<file path="config.mk">
export PLATFORM = sky130hd
export DESIGN_NAME = best_f1_threshold_scan
export DESIGN_NICKNAME = d
export VERILOG_FILES = /design/src/rtl/bfts_pkg.sv /design/src/rtl/best_f1_threshold_scan.sv /design/src/rtl/bfts_better.sv
export SDC_FILE = /design/constraint.sdc
export NUM_CORES = 2
export LEC_CHECK = 0
export ABC_AREA = 1
export BUFFER_PORTS_ARGS = -buffer_cell sky130_fd_sc_hd__buf_2
export CAP_MARGIN = 20
export CORE_MARGIN = 1
export CORE_UTILIZATION = 45
export DETAILED_ROUTE_END_ITERATION = 10
export RECOVER_POWER = 50
export SLEW_MARGIN = 40
export SYNTH_ARGS = -nofsm -noshare
export SYNTH_HDL_FRONTEND = slang
export SYNTH_SLANG_ARGS = --single-unit
</file>
<file path="constraint.sdc">
create_clock -name clk -period 9.75 [get_ports clk]
set_input_delay 0.975 -clock clk [delete_from_list [all_inputs] [get_ports clk]]
set_output_delay 0.975 -clock clk [all_outputs]
set_load 0.005 [all_outputs]
</file>
<file path="src/rtl/bfts_pkg.sv">
`default_nettype none

package bfts_pkg;

  localparam int CNT_W     = 17;
  localparam int KEY_W     = 32;
  localparam int MAX_ITEMS = 65536;

  // tp + fp + P needs two bits more than one count.
  localparam int SUM_W  = CNT_W + 2;
  localparam int PROD_W = CNT_W + SUM_W;

  // Counts saturate at the smaller of MAX_ITEMS and the largest count code.
  localparam logic [CNT_W-1:0] CNT_CAP =
    (MAX_ITEMS < (2**CNT_W - 1)) ? CNT_W'(MAX_ITEMS) : {CNT_W{1'b1}};

  typedef struct packed {
    logic [CNT_W-1:0] tp;
    logic [CNT_W-1:0] fp;
  } score_t;

endpackage

`default_nettype wire

</file>
<file path="src/rtl/best_f1_threshold_scan.sv">
// Channel   Handshake                      Payload
// config    positive_total_we              positive_total
// item      item_valid / item_stall        sort_key, label_positive, last_item
// result    result_valid / result_stall    best_key, best_true_pos, best_false_pos,
//                                          found_better
//
// One request is taken every cycle while item_stall is low; a result is registered
// after the request carrying last_item passes the scan stage, then the final compare.
// The scan stage holds one cross-multiply compare per cycle for the group that
// closes on a key change; the group closed by last_item is scored in the next stage.
// item_stall rises only when a last_item request waits behind a full final stage.
// rst is synchronous and clears all run state and positive_total.
`default_nettype none

module best_f1_threshold_scan
  import bfts_pkg::*;
(
  input  logic             clk,
  input  logic             rst,
  input  logic             positive_total_we,
  input  logic [CNT_W-1:0] positive_total,
  input  logic             item_valid,
  output logic             item_stall,
  input  logic [KEY_W-1:0] sort_key,
  input  logic             label_positive,
  input  logic             last_item,
  output logic             result_valid,
  input  logic             result_stall,
  output logic [KEY_W-1:0] best_key,
  output logic [CNT_W-1:0] best_true_pos,
  output logic [CNT_W-1:0] best_false_pos,
  output logic             found_better
);

  logic [CNT_W-1:0] p_total;

  logic             s1_valid;
  logic [KEY_W-1:0] s1_key;
  logic             s1_pos;
  logic             s1_last;

  logic [CNT_W-1:0] tp_cnt;
  logic [CNT_W-1:0] fp_cnt;
  logic [KEY_W-1:0] prev_key;
  logic             have_prev;
  score_t           best_sc;
  logic [KEY_W-1:0] best_key_r;
  logic             best_found;

  logic             s2_valid;
  score_t           s2_cand;
  logic [KEY_W-1:0] s2_key;
  score_t           s2_best;
  logic [KEY_W-1:0] s2_best_key;
  logic             s2_found;

  logic             s2_go;
  logic             s2_free;
  logic             s1_go;
  logic             close_a;
  logic             a_better;
  logic             take_a;
  logic             b_better;
  score_t           cur_sc;
  score_t           best_a_sc;
  logic [KEY_W-1:0] best_a_key;
  logic             best_a_found;
  logic [CNT_W-1:0] tp_next;
  logic [CNT_W-1:0] fp_next;

  assign s2_go      = !result_valid || !result_stall;
  assign s2_free    = !s2_valid || s2_go;
  assign s1_go      = s1_valid && (!s1_last || s2_free);
  assign item_stall = s1_valid && s1_last && !s2_free;

  // A change of key closes the previous group with the counts held so far.
  assign close_a = have_prev && (s1_key != prev_key);
  assign cur_sc  = '{tp: tp_cnt, fp: fp_cnt};

  bfts_better u_close (
    .cand   (cur_sc),
    .best   (best_sc),
    .found  (best_found),
    .total  (p_total),
    .better (a_better)
  );

  assign take_a       = close_a && a_better;
  assign best_a_sc    = take_a ? cur_sc : best_sc;
  assign best_a_key   = take_a ? prev_key : best_key_r;
  assign best_a_found = best_found || take_a;

  assign tp_next = (s1_pos && (tp_cnt != CNT_CAP)) ? tp_cnt + 1'b1 : tp_cnt;
  assign fp_next = (!s1_pos && (fp_cnt != CNT_CAP)) ? fp_cnt + 1'b1 : fp_cnt;

  // The group that contains the last item is scored here, against the best
  // carried over from the scan stage.
  bfts_better u_final (
    .cand   (s2_cand),
    .best   (s2_best),
    .found  (s2_found),
    .total  (p_total),
    .better (b_better)
  );

  always_ff @(posedge clk) begin
    if (rst) begin
      p_total      <= '0;
      s1_valid     <= 1'b0;
      tp_cnt       <= '0;
      fp_cnt       <= '0;
      prev_key     <= '0;
      have_prev    <= 1'b0;
      best_sc      <= '0;
      best_key_r   <= '0;
      best_found   <= 1'b0;
      s2_valid     <= 1'b0;
      result_valid <= 1'b0;
    end else begin
      if (positive_total_we) begin
        p_total <= positive_total;
      end

      if (item_valid && !item_stall) begin
        s1_valid <= 1'b1;
      end else if (s1_go) begin
        s1_valid <= 1'b0;
      end

      if (s1_go) begin
        if (s1_last) begin
          tp_cnt     <= '0;
          fp_cnt     <= '0;
          prev_key   <= '0;
          have_prev  <= 1'b0;
          best_sc    <= '0;
          best_key_r <= '0;
          best_found <= 1'b0;
        end else begin
          tp_cnt     <= tp_next;
          fp_cnt     <= fp_next;
          prev_key   <= s1_key;
          have_prev  <= 1'b1;
          best_sc    <= best_a_sc;
          best_key_r <= best_a_key;
          best_found <= best_a_found;
        end
      end

      if (s1_go && s1_last) begin
        s2_valid <= 1'b1;
      end else if (s2_go) begin
        s2_valid <= 1'b0;
      end

      if (s2_go) begin
        result_valid <= s2_valid;
      end
    end
  end

  always_ff @(posedge clk) begin
    if (item_valid && !item_stall) begin
      s1_key  <= sort_key;
      s1_pos  <= label_positive;
      s1_last <= last_item;
    end

    if (s1_go && s1_last) begin
      s2_cand     <= '{tp: tp_next, fp: fp_next};
      s2_key      <= s1_key;
      s2_best     <= best_a_sc;
      s2_best_key <= best_a_key;
      s2_found    <= best_a_found;
    end

    if (s2_go && s2_valid) begin
      if (b_better) begin
        best_key       <= s2_key;
        best_true_pos  <= s2_cand.tp;
        best_false_pos <= s2_cand.fp;
        found_better   <= 1'b1;
      end else begin
        best_key       <= s2_best_key;
        best_true_pos  <= s2_best.tp;
        best_false_pos <= s2_best.fp;
        found_better   <= s2_found;
      end
    end
  end

  a_stall_only_on_last: assert property (@(posedge clk) disable iff (rst)
    item_stall |-> (s1_valid && s1_last && s2_valid))
    else $error("item stall without a waiting last request");

  a_count_cap: assert property (@(posedge clk) disable iff (rst)
    (tp_cnt <= CNT_CAP) && (fp_cnt <= CNT_CAP))
    else $error("count beyond saturation cap");

  a_run_cleared: assert property (@(posedge clk) disable iff (rst)
    (s1_go && s1_last) |=> (!have_prev && !best_found && tp_cnt == '0 && fp_cnt == '0))
    else $error("run state not cleared after last request");

  a_empty_result: assert property (@(posedge clk) disable iff (rst)
    (result_valid && !found_better) |->
      (best_key == '0 && best_true_pos == '0 && best_false_pos == '0))
    else $error("result without a scoring group is not zero");

  a_found_has_tp: assert property (@(posedge clk) disable iff (rst)
    best_found |-> (best_sc.tp != '0))
    else $error("held best has no true positives");

endmodule

`default_nettype wire

</file>
<file path="src/rtl/bfts_better.sv">
`default_nettype none

// Exact F-measure compare: cand.tp/(cand.tp+cand.fp+P) > best.tp/(best.tp+best.fp+P),
// done by cross-multiplication. A candidate with no true positives scores zero
// and never wins; the first scoring candidate wins when nothing is held yet.
module bfts_better
  import bfts_pkg::*;
(
  input  score_t           cand,
  input  score_t           best,
  input  logic             found,
  input  logic [CNT_W-1:0] total,
  output logic             better
);

  logic [SUM_W-1:0]  cand_den;
  logic [SUM_W-1:0]  best_den;
  logic [PROD_W-1:0] lhs;
  logic [PROD_W-1:0] rhs;

  assign cand_den = SUM_W'(cand.tp) + SUM_W'(cand.fp) + SUM_W'(total);
  assign best_den = SUM_W'(best.tp) + SUM_W'(best.fp) + SUM_W'(total);

  assign lhs = {{SUM_W{1'b0}}, cand.tp} * {{CNT_W{1'b0}}, best_den};
  assign rhs = {{SUM_W{1'b0}}, best.tp} * {{CNT_W{1'b0}}, cand_den};

  assign better = (cand.tp != '0) && (!found || (lhs > rhs));

endmodule

`default_nettype wire

</file>
# --- Word-level counts from Yosys, hierarchy flattened ---
# Cells that the tools add are included.
totals:
  out_inout_bits: 69
  word_cells: 94
  register_bits: 388
  input_bits: 56
classes:
  mux: 18
  n_lt_le_gt_ge: 2
  n_addsub: 10
  mul: 4
  reduce_logical: 31
  n_eq_ne: 3
op_table:
  columns: ["operator", "n"]
  rows:
  - ["multiplier 17 x 19 -> 36 bit", 4]
  - ["two-way mux 32 bit", 4]
  - ["two-way mux 17 bit", 6]
  - ["adder 19 x 17 -> 19 bit", 4]
  - ["adder 17 x 17 -> 18 bit", 4]
  - ["greater-than comparator 36 bit", 2]
  - ["two-way mux 34 bit", 2]
  - ["adder 17 x 1 -> 17 bit (second input constant)", 2]
  - ["!= test 17 bit (second input constant)", 2]
  - ["nonzero test 17 bit", 2]
  - ["!= test 32 bit", 1]
  - ["logical AND 1 bit", 12]
  - ["zero test 1 bit", 9]
  - ["logical OR 1 bit", 6]
  - ["two-way mux 1 bit", 6]
  - ["nonzero test 2 bit", 2]

# --- Depth between registers and ports, before layout ---
logic_depth:
  depth_word: 9
  ltp_mapped: 61

# --- Modules after synthesis ---
# From an unflattened synthesis, not the netlist that was laid out.
hier_totals:
  cells_unflattened: 8474
  area_unflattened_um2: 66869.1
by_module_without_submodules:
  columns: ["module", "cells_each", "area_per_inst_um2", "n_inst"]
  rows:
  - ["bfts_better at u_final", 3364, 25375.6, 1]
  - ["bfts_better at u_close", 3352, 25062.8, 1]
  - ["best_f1_threshold_scan", 1758, 16430.8, 1]

# --- Worst setup path before layout ---
# Ideal clock, no wire load.
synth_path:
  path_type: "flip-flop to flip-flop"
  from: "reg s2_cand[18] in the netlist's numbering"
  to: "reg best_true_pos[12], data pin"
  path_buffers: 4
  required_time_ps: 9486
  stages_incl_launch_ff: 57
  path_slack_ps: -181
  t_arrival_ps: 9667
  cell_sequence: "edfxtp_1 -> buf_2 -> inv_1 -> fa_1 -> nand3b_1 -> nand2_1 -> a21oi_1 -> o21ai_1 -> a21boi_0 -> o21ai_1 -> nand3_1 -> nand2_1 -> nand2_1 -> nand2_1 -> inv_1 -> ha_1 -> nand2_1 -> nor3_1 -> (+21 left out) -> o21ai_0 -> a211oi_1 -> nand2_1 -> nand2_1 -> nand2_1 -> xor2_1 -> ha_1 -> nand4_1 -> nor3_1 -> nand3_1 -> nand3_1 -> nand2_1 -> nand2_1 -> nand2_1 -> buf_2 -> buf_2 -> nand2_1 -> o21ai_0"
synth_via:
  elab_chain_cells: 7
  elab_cells_between_ends: 9
synth_lines:
  columns: ["element", "line_no", "rtl"]
  rows:
  - ["start, declared", "best_f1_threshold_scan.sv:51", "score_t s2_cand;"]
  - ["start signal, assigned", "best_f1_threshold_scan.sv:170", "s2_cand <= '{tp: tp_next, fp: fp_next};"]
  - ["adder 17 x 17 -> 18 bit", "bfts_better.sv:21", "assign cand_den = SUM_W'(cand.tp) + SUM_W'(cand.fp) + SUM_W'(total);"]
  - ["adder 19 x 17 -> 19 bit", "bfts_better.sv:21", null]
  - ["multiplier 17 x 19 -> 36 bit", "bfts_better.sv:25", "assign rhs = {{SUM_W{1'b0}}, best.tp} * {{CNT_W{1'b0}}, cand_den};"]
  - ["greater-than comparator 36 bit", "bfts_better.sv:27", "assign better = (cand.tp != '0) && (!found || (lhs > rhs));"]
  - ["logical OR 1 bit", "bfts_better.sv:27", null]
  - ["logical AND 1 bit *", "bfts_better.sv:27", null]
  - ["two-way mux 17 bit *", "best_f1_threshold_scan.sv:178", "if (b_better) begin"]
  - ["end signal, assigned", "best_f1_threshold_scan.sv:180", "best_true_pos <= s2_cand.tp;"]
  - ["end signal, assigned", "best_f1_threshold_scan.sv:185", "best_true_pos <= s2_best.tp;"]
  - ["end, declared", "best_f1_threshold_scan.sv:30", "output logic [CNT_W-1:0] best_true_pos,"]
# Mark *: on every way between the ends. The rest lies on a longest branch, timed or not.
# A chain may end at the register's enable or synchronous reset.

# --- Worst setup path after layout ---
layout_path:
  from: "reg fp_cnt[1]"
  to: "reg best_key_r[8]"
layout_via:
  elab_chain_cells: 9
layout_lines:
  columns: ["element", "line_no", "rtl"]
  rows:
  - ["start, declared", "best_f1_threshold_scan.sv:43", "logic [CNT_W-1:0] fp_cnt;"]
  - ["start signal, assigned", "best_f1_threshold_scan.sv:141", "fp_cnt <= fp_next;"]
  - ["adder 17 x 17 -> 18 bit", "bfts_better.sv:21", null]
  - ["adder 19 x 17 -> 19 bit", "bfts_better.sv:21", null]
  - ["multiplier 17 x 19 -> 36 bit", "bfts_better.sv:25", null]
  - ["greater-than comparator 36 bit", "bfts_better.sv:27", null]
  - ["logical OR 1 bit", "bfts_better.sv:27", null]
  - ["logical AND 1 bit", "bfts_better.sv:27", null]
  - ["logical AND 1 bit", "best_f1_threshold_scan.sv:88", "assign take_a = close_a && a_better;"]
  - ["two-way mux 32 bit", "best_f1_threshold_scan.sv:90", "assign best_a_key = take_a ? prev_key : best_key_r;"]
  - ["two-way mux 32 bit", "best_f1_threshold_scan.sv:131", "if (s1_last) begin"]
  - ["end signal, assigned", "best_f1_threshold_scan.sv:145", "best_key_r <= best_a_key;"]
  - ["end, declared", "best_f1_threshold_scan.sv:47", "logic [KEY_W-1:0] best_key_r;"]
# Every way passes these cells.

==> results.toml <==
[global_route]
grt_pass1_vias = 63526
grt-ovfl-total = 0
grt_pass1_wl_mm = 367
antenna_found_initial = 1
grt_max_degree = 88
track_usage = 0.319

[placed_design]
dp_worst_setup_slack_ps = -1190
gp_congestion = 1.00
dp.cells = 11263
dp_hpwl_mm = 190
io_buffers = 124

[clock_tree]
cts_root_buf = "clkbuf_16"
cts_max_level = 2
cts_tree = "built"
clk_latency_ps = 600
cts.sinks = 388
cts_inserted_buffers = 44
clkTransAtPathRegs_ps = 60
clockBufferDepth = 3
cts_hold_buf = 0

[yosys]
synthArstFlopShare = 0
netlist_area_um2 = 66500
synth-main-ff-cell = "edfxtp_1"
syn-num-nets = 10095
ys_types = 57
synth.avg_cell_area_um2 = 7.96
synth_seq_cells = 388
yosysTopAreaCell = "fa_1"
syn_inst = 8359
synth_top_cells_by_area = "fa_1 (31%), ha_1 (12%), edfxtp_1 (11%), inv_1 (10%), nand2_1 (9.7%)"
yosys.area.top_type_share = 0.308
synth_edf_count = 234
yosys_warnings = 0
yosysSeqAreaShare = 0.152

[floorplanning]
die_y_um = 387
rows = 140
core_um2 = 146000
die_x_um = 387
dieArea_um2 = 149000
start_util = 0.455
pin_count = 125

[drt]
drt_iter0_markers = 4192
routed_via_density = 5.27
wl_per_cell_um = 20.9
vias = 60620
final_antenna_net_count = 0
firstDrtPassIters = 6
drc = 0
drt_wl_total_mm = 240

[outcome]
status = "finished, violations left"
violations = "capacitance limit, slew limit, setup timing"

[critical_path]
startpoint_type = "flip-flop"
crit_type = "flip-flop to flip-flop"
critPathTopFamily = "adder cells"
crit_arrival_ps = 10660
crit_path_frequent_cell = "buf_4"
crit_required_ps = 10120
cp_max_fo = 6
crit_slowest_cell = "fa_2"
worst_setup_path_end_kind = "flip-flop"
cp_num_buf_inv = 13
max_stage_delay_ps = 560

[finish]
fin_util = 0.582
fill_cells = 13307
syn2layout_area_growth_pct = 28.0
drive_gt1_frac = 0.247
layout.cells.non_filler = 11498
nets = 11280

[worst_hold_path]
hold_class = "flip-flop to flip-flop"

[timing]
rsz0062_at_grt = "yes"
setup_slack_ps = -533
setup_viol = 198
hold_ws_ps = 467
fmax_ghz = 0.0972
finalHoldViolations = 0
min_period_over_period = 1.05
slew_headroom = -1.93
clock_skew_ps = 25.1
min_period_ps = 10280
worst_pin_slew_ps = 4400
drv_slew = 147

[power_and_ir_drop]
power_per_cell_area_nw_per_um2 = 409
vdd_ir_drop_max_mv = 1.17
power.static_leakage_nw = 42.3

[flow_run]
drv_cap = 4
==> cell type report <==
class,count,area [um^2],share of cell area
Multi-Input combinational cell,5885,52900,0.622
Timing Repair Buffer,1432,11500,0.135
Sequential cell,388,10100,0.119
Inverter,1792,6800,0.0798
Tap cell,1917,2400,0.0282
Clock buffer,67,1280,0.0150
Clock inverter,15,169,0.00198
Timing Repair inverter,1,5.00,0.0000588
Antenna cell,1,2.50,0.0000294
==> worst register-to-register path: cells and delay by family, from the launching register on <==
kind / cells / cell delay (ps)
buffers and inverters: 13 / 1840
adder cells (fa/ha/maj): 10 / 3880
AO/OA/AOI/OAI: 10 / 1510
AND/OR/NAND/NOR: 17 / 2110
flip-flops: 1 / 340
XOR/XNOR: 2 / 410
==> power breakdown <==
group          switching, mW  total (mW)  internal [mW]
Combinational           16.5        31.1           14.6
Clock                  0.733        1.68          0.944
Sequential            0.0681        2.08           2.01
==> synthesized netlist by cell type (all sizes together), types with 15 or more instances <==
| library cell | n |
|---|---|
| fa | 1024 |
| nor3 | 59 |
| nand3 | 451 |
| or2 | 68 |
| and2 | 67 |
| nor4 | 22 |
| o21bai | 15 |
| nand4 | 50 |
| ha | 656 |
| a21oi | 445 |
| o21ai | 191 |
| buf | 92 |
| dfxtp | 154 |
| nor2 | 698 |
| clkbuf | 201 |
| a21o | 41 |
| xnor2 | 115 |
| o211ai | 16 |
| inv | 1783 |
| a31oi | 19 |
| edfxtp | 234 |
| nand2 | 1757 |
| xor2 | 127 |
==> cells in the final DEF, fill, tap and decap left out, drive strengths merged, types with 11 or more instances in the layout <==
| master | count |
|---|---|
| inv | 1776 |
| nand2 | 1757 |
| buf | 1377 |
| fa | 1024 |
| nor2 | 698 |
| ha | 656 |
| nand3 | 451 |
| a21oi | 445 |
| edfxtp | 234 |
| o21ai | 191 |
| dfxtp | 154 |
| xor2 | 127 |
| clkbuf | 122 |
| xnor2 | 115 |
| or2 | 68 |
| and2 | 67 |
| nor3 | 59 |
| nand4 | 50 |
| a21o | 41 |
| nor4 | 22 |
| clkinv | 20 |
| a31oi | 19 |
| o211ai | 16 |
| o21bai | 15 |
| clkinvlp | 11 |
| a21boi | 11 |
==> logic make-up after synthesis <==
kind of cell / after synthesis / synth area share
AO/OA/AOI/OAI: 782 / 0.0646
XOR/XNOR: 242 / 0.0320
adder cells (fa/ha/maj): 1680 / 0.431
buffers and inverters: 2086 / 0.120
flip-flops: 388 / 0.152
AND/OR/NAND/NOR: 3181 / 0.200
==> per-stage QoR <==
step | total power [mW] | setup TNS [ps] | instance area, um^2
floorplan | 15.3 | -59.9 | 66600
global placement | 25.7 | -180060 | 77200
detailed placement | 26.0 | -198110 | 77400
CTS | 32.9 | -76380 | 82600
global route | 37.7 | -158170 | 85100
finish | 34.8 | -82910 | 85100
==> registers in the layout (all words and copies together), names as in the netlist <==
signal / flops
result_valid: 1
s1_valid: 1
s2_key: 32
s2_cand: 34
s1_key: 32
tp_cnt: 17
s2_found: 1
best_key_r: 32
s1_pos: 1
best_found: 1
s2_best: 34
s2_valid: 1
prev_key: 32
s1_last: 1
fp_cnt: 17
p_total: 17
best_false_pos: 17
s2_best_key: 32
have_prev: 1
best_true_pos: 17
best_sc: 34
best_key: 32
found_better: 1
==> what timing repair did <==
action / 4_1_cts / 5_1_grt
setup endpoints to repair: 198 / 198
buffers inserted: 82 / 54
gates cloned: 21 / 6
pin swaps: 214 / 277
resized for setup: 616 / 552
==> layer usage <==
layer  vias up  wire length [um]  global-route usage
met1     30012             94100               0.394
met5         -                 0                   0
met2      2097            118000               0.557
li1      27956                 -                   -
met4         0             14100               0.156
met3       555             13300              0.0277
==> final timing paths <==
| path | start | to | slack, ps | cells past startpoint |
|---|---|---|---|---|
| max reg2reg | fp_cnt[1] | best_key_r[8] | -530 | 52 |
| min | best_key_r[26] | best_key_r[26] | 470 | 2 |
| max | fp_cnt[1] | best_key_r[8] | -530 | 52 |
| min reg2reg | best_key_r[26] | best_key_r[26] | 470 | 2 |
Note: power is estimated with default switching activity, not from simulation.
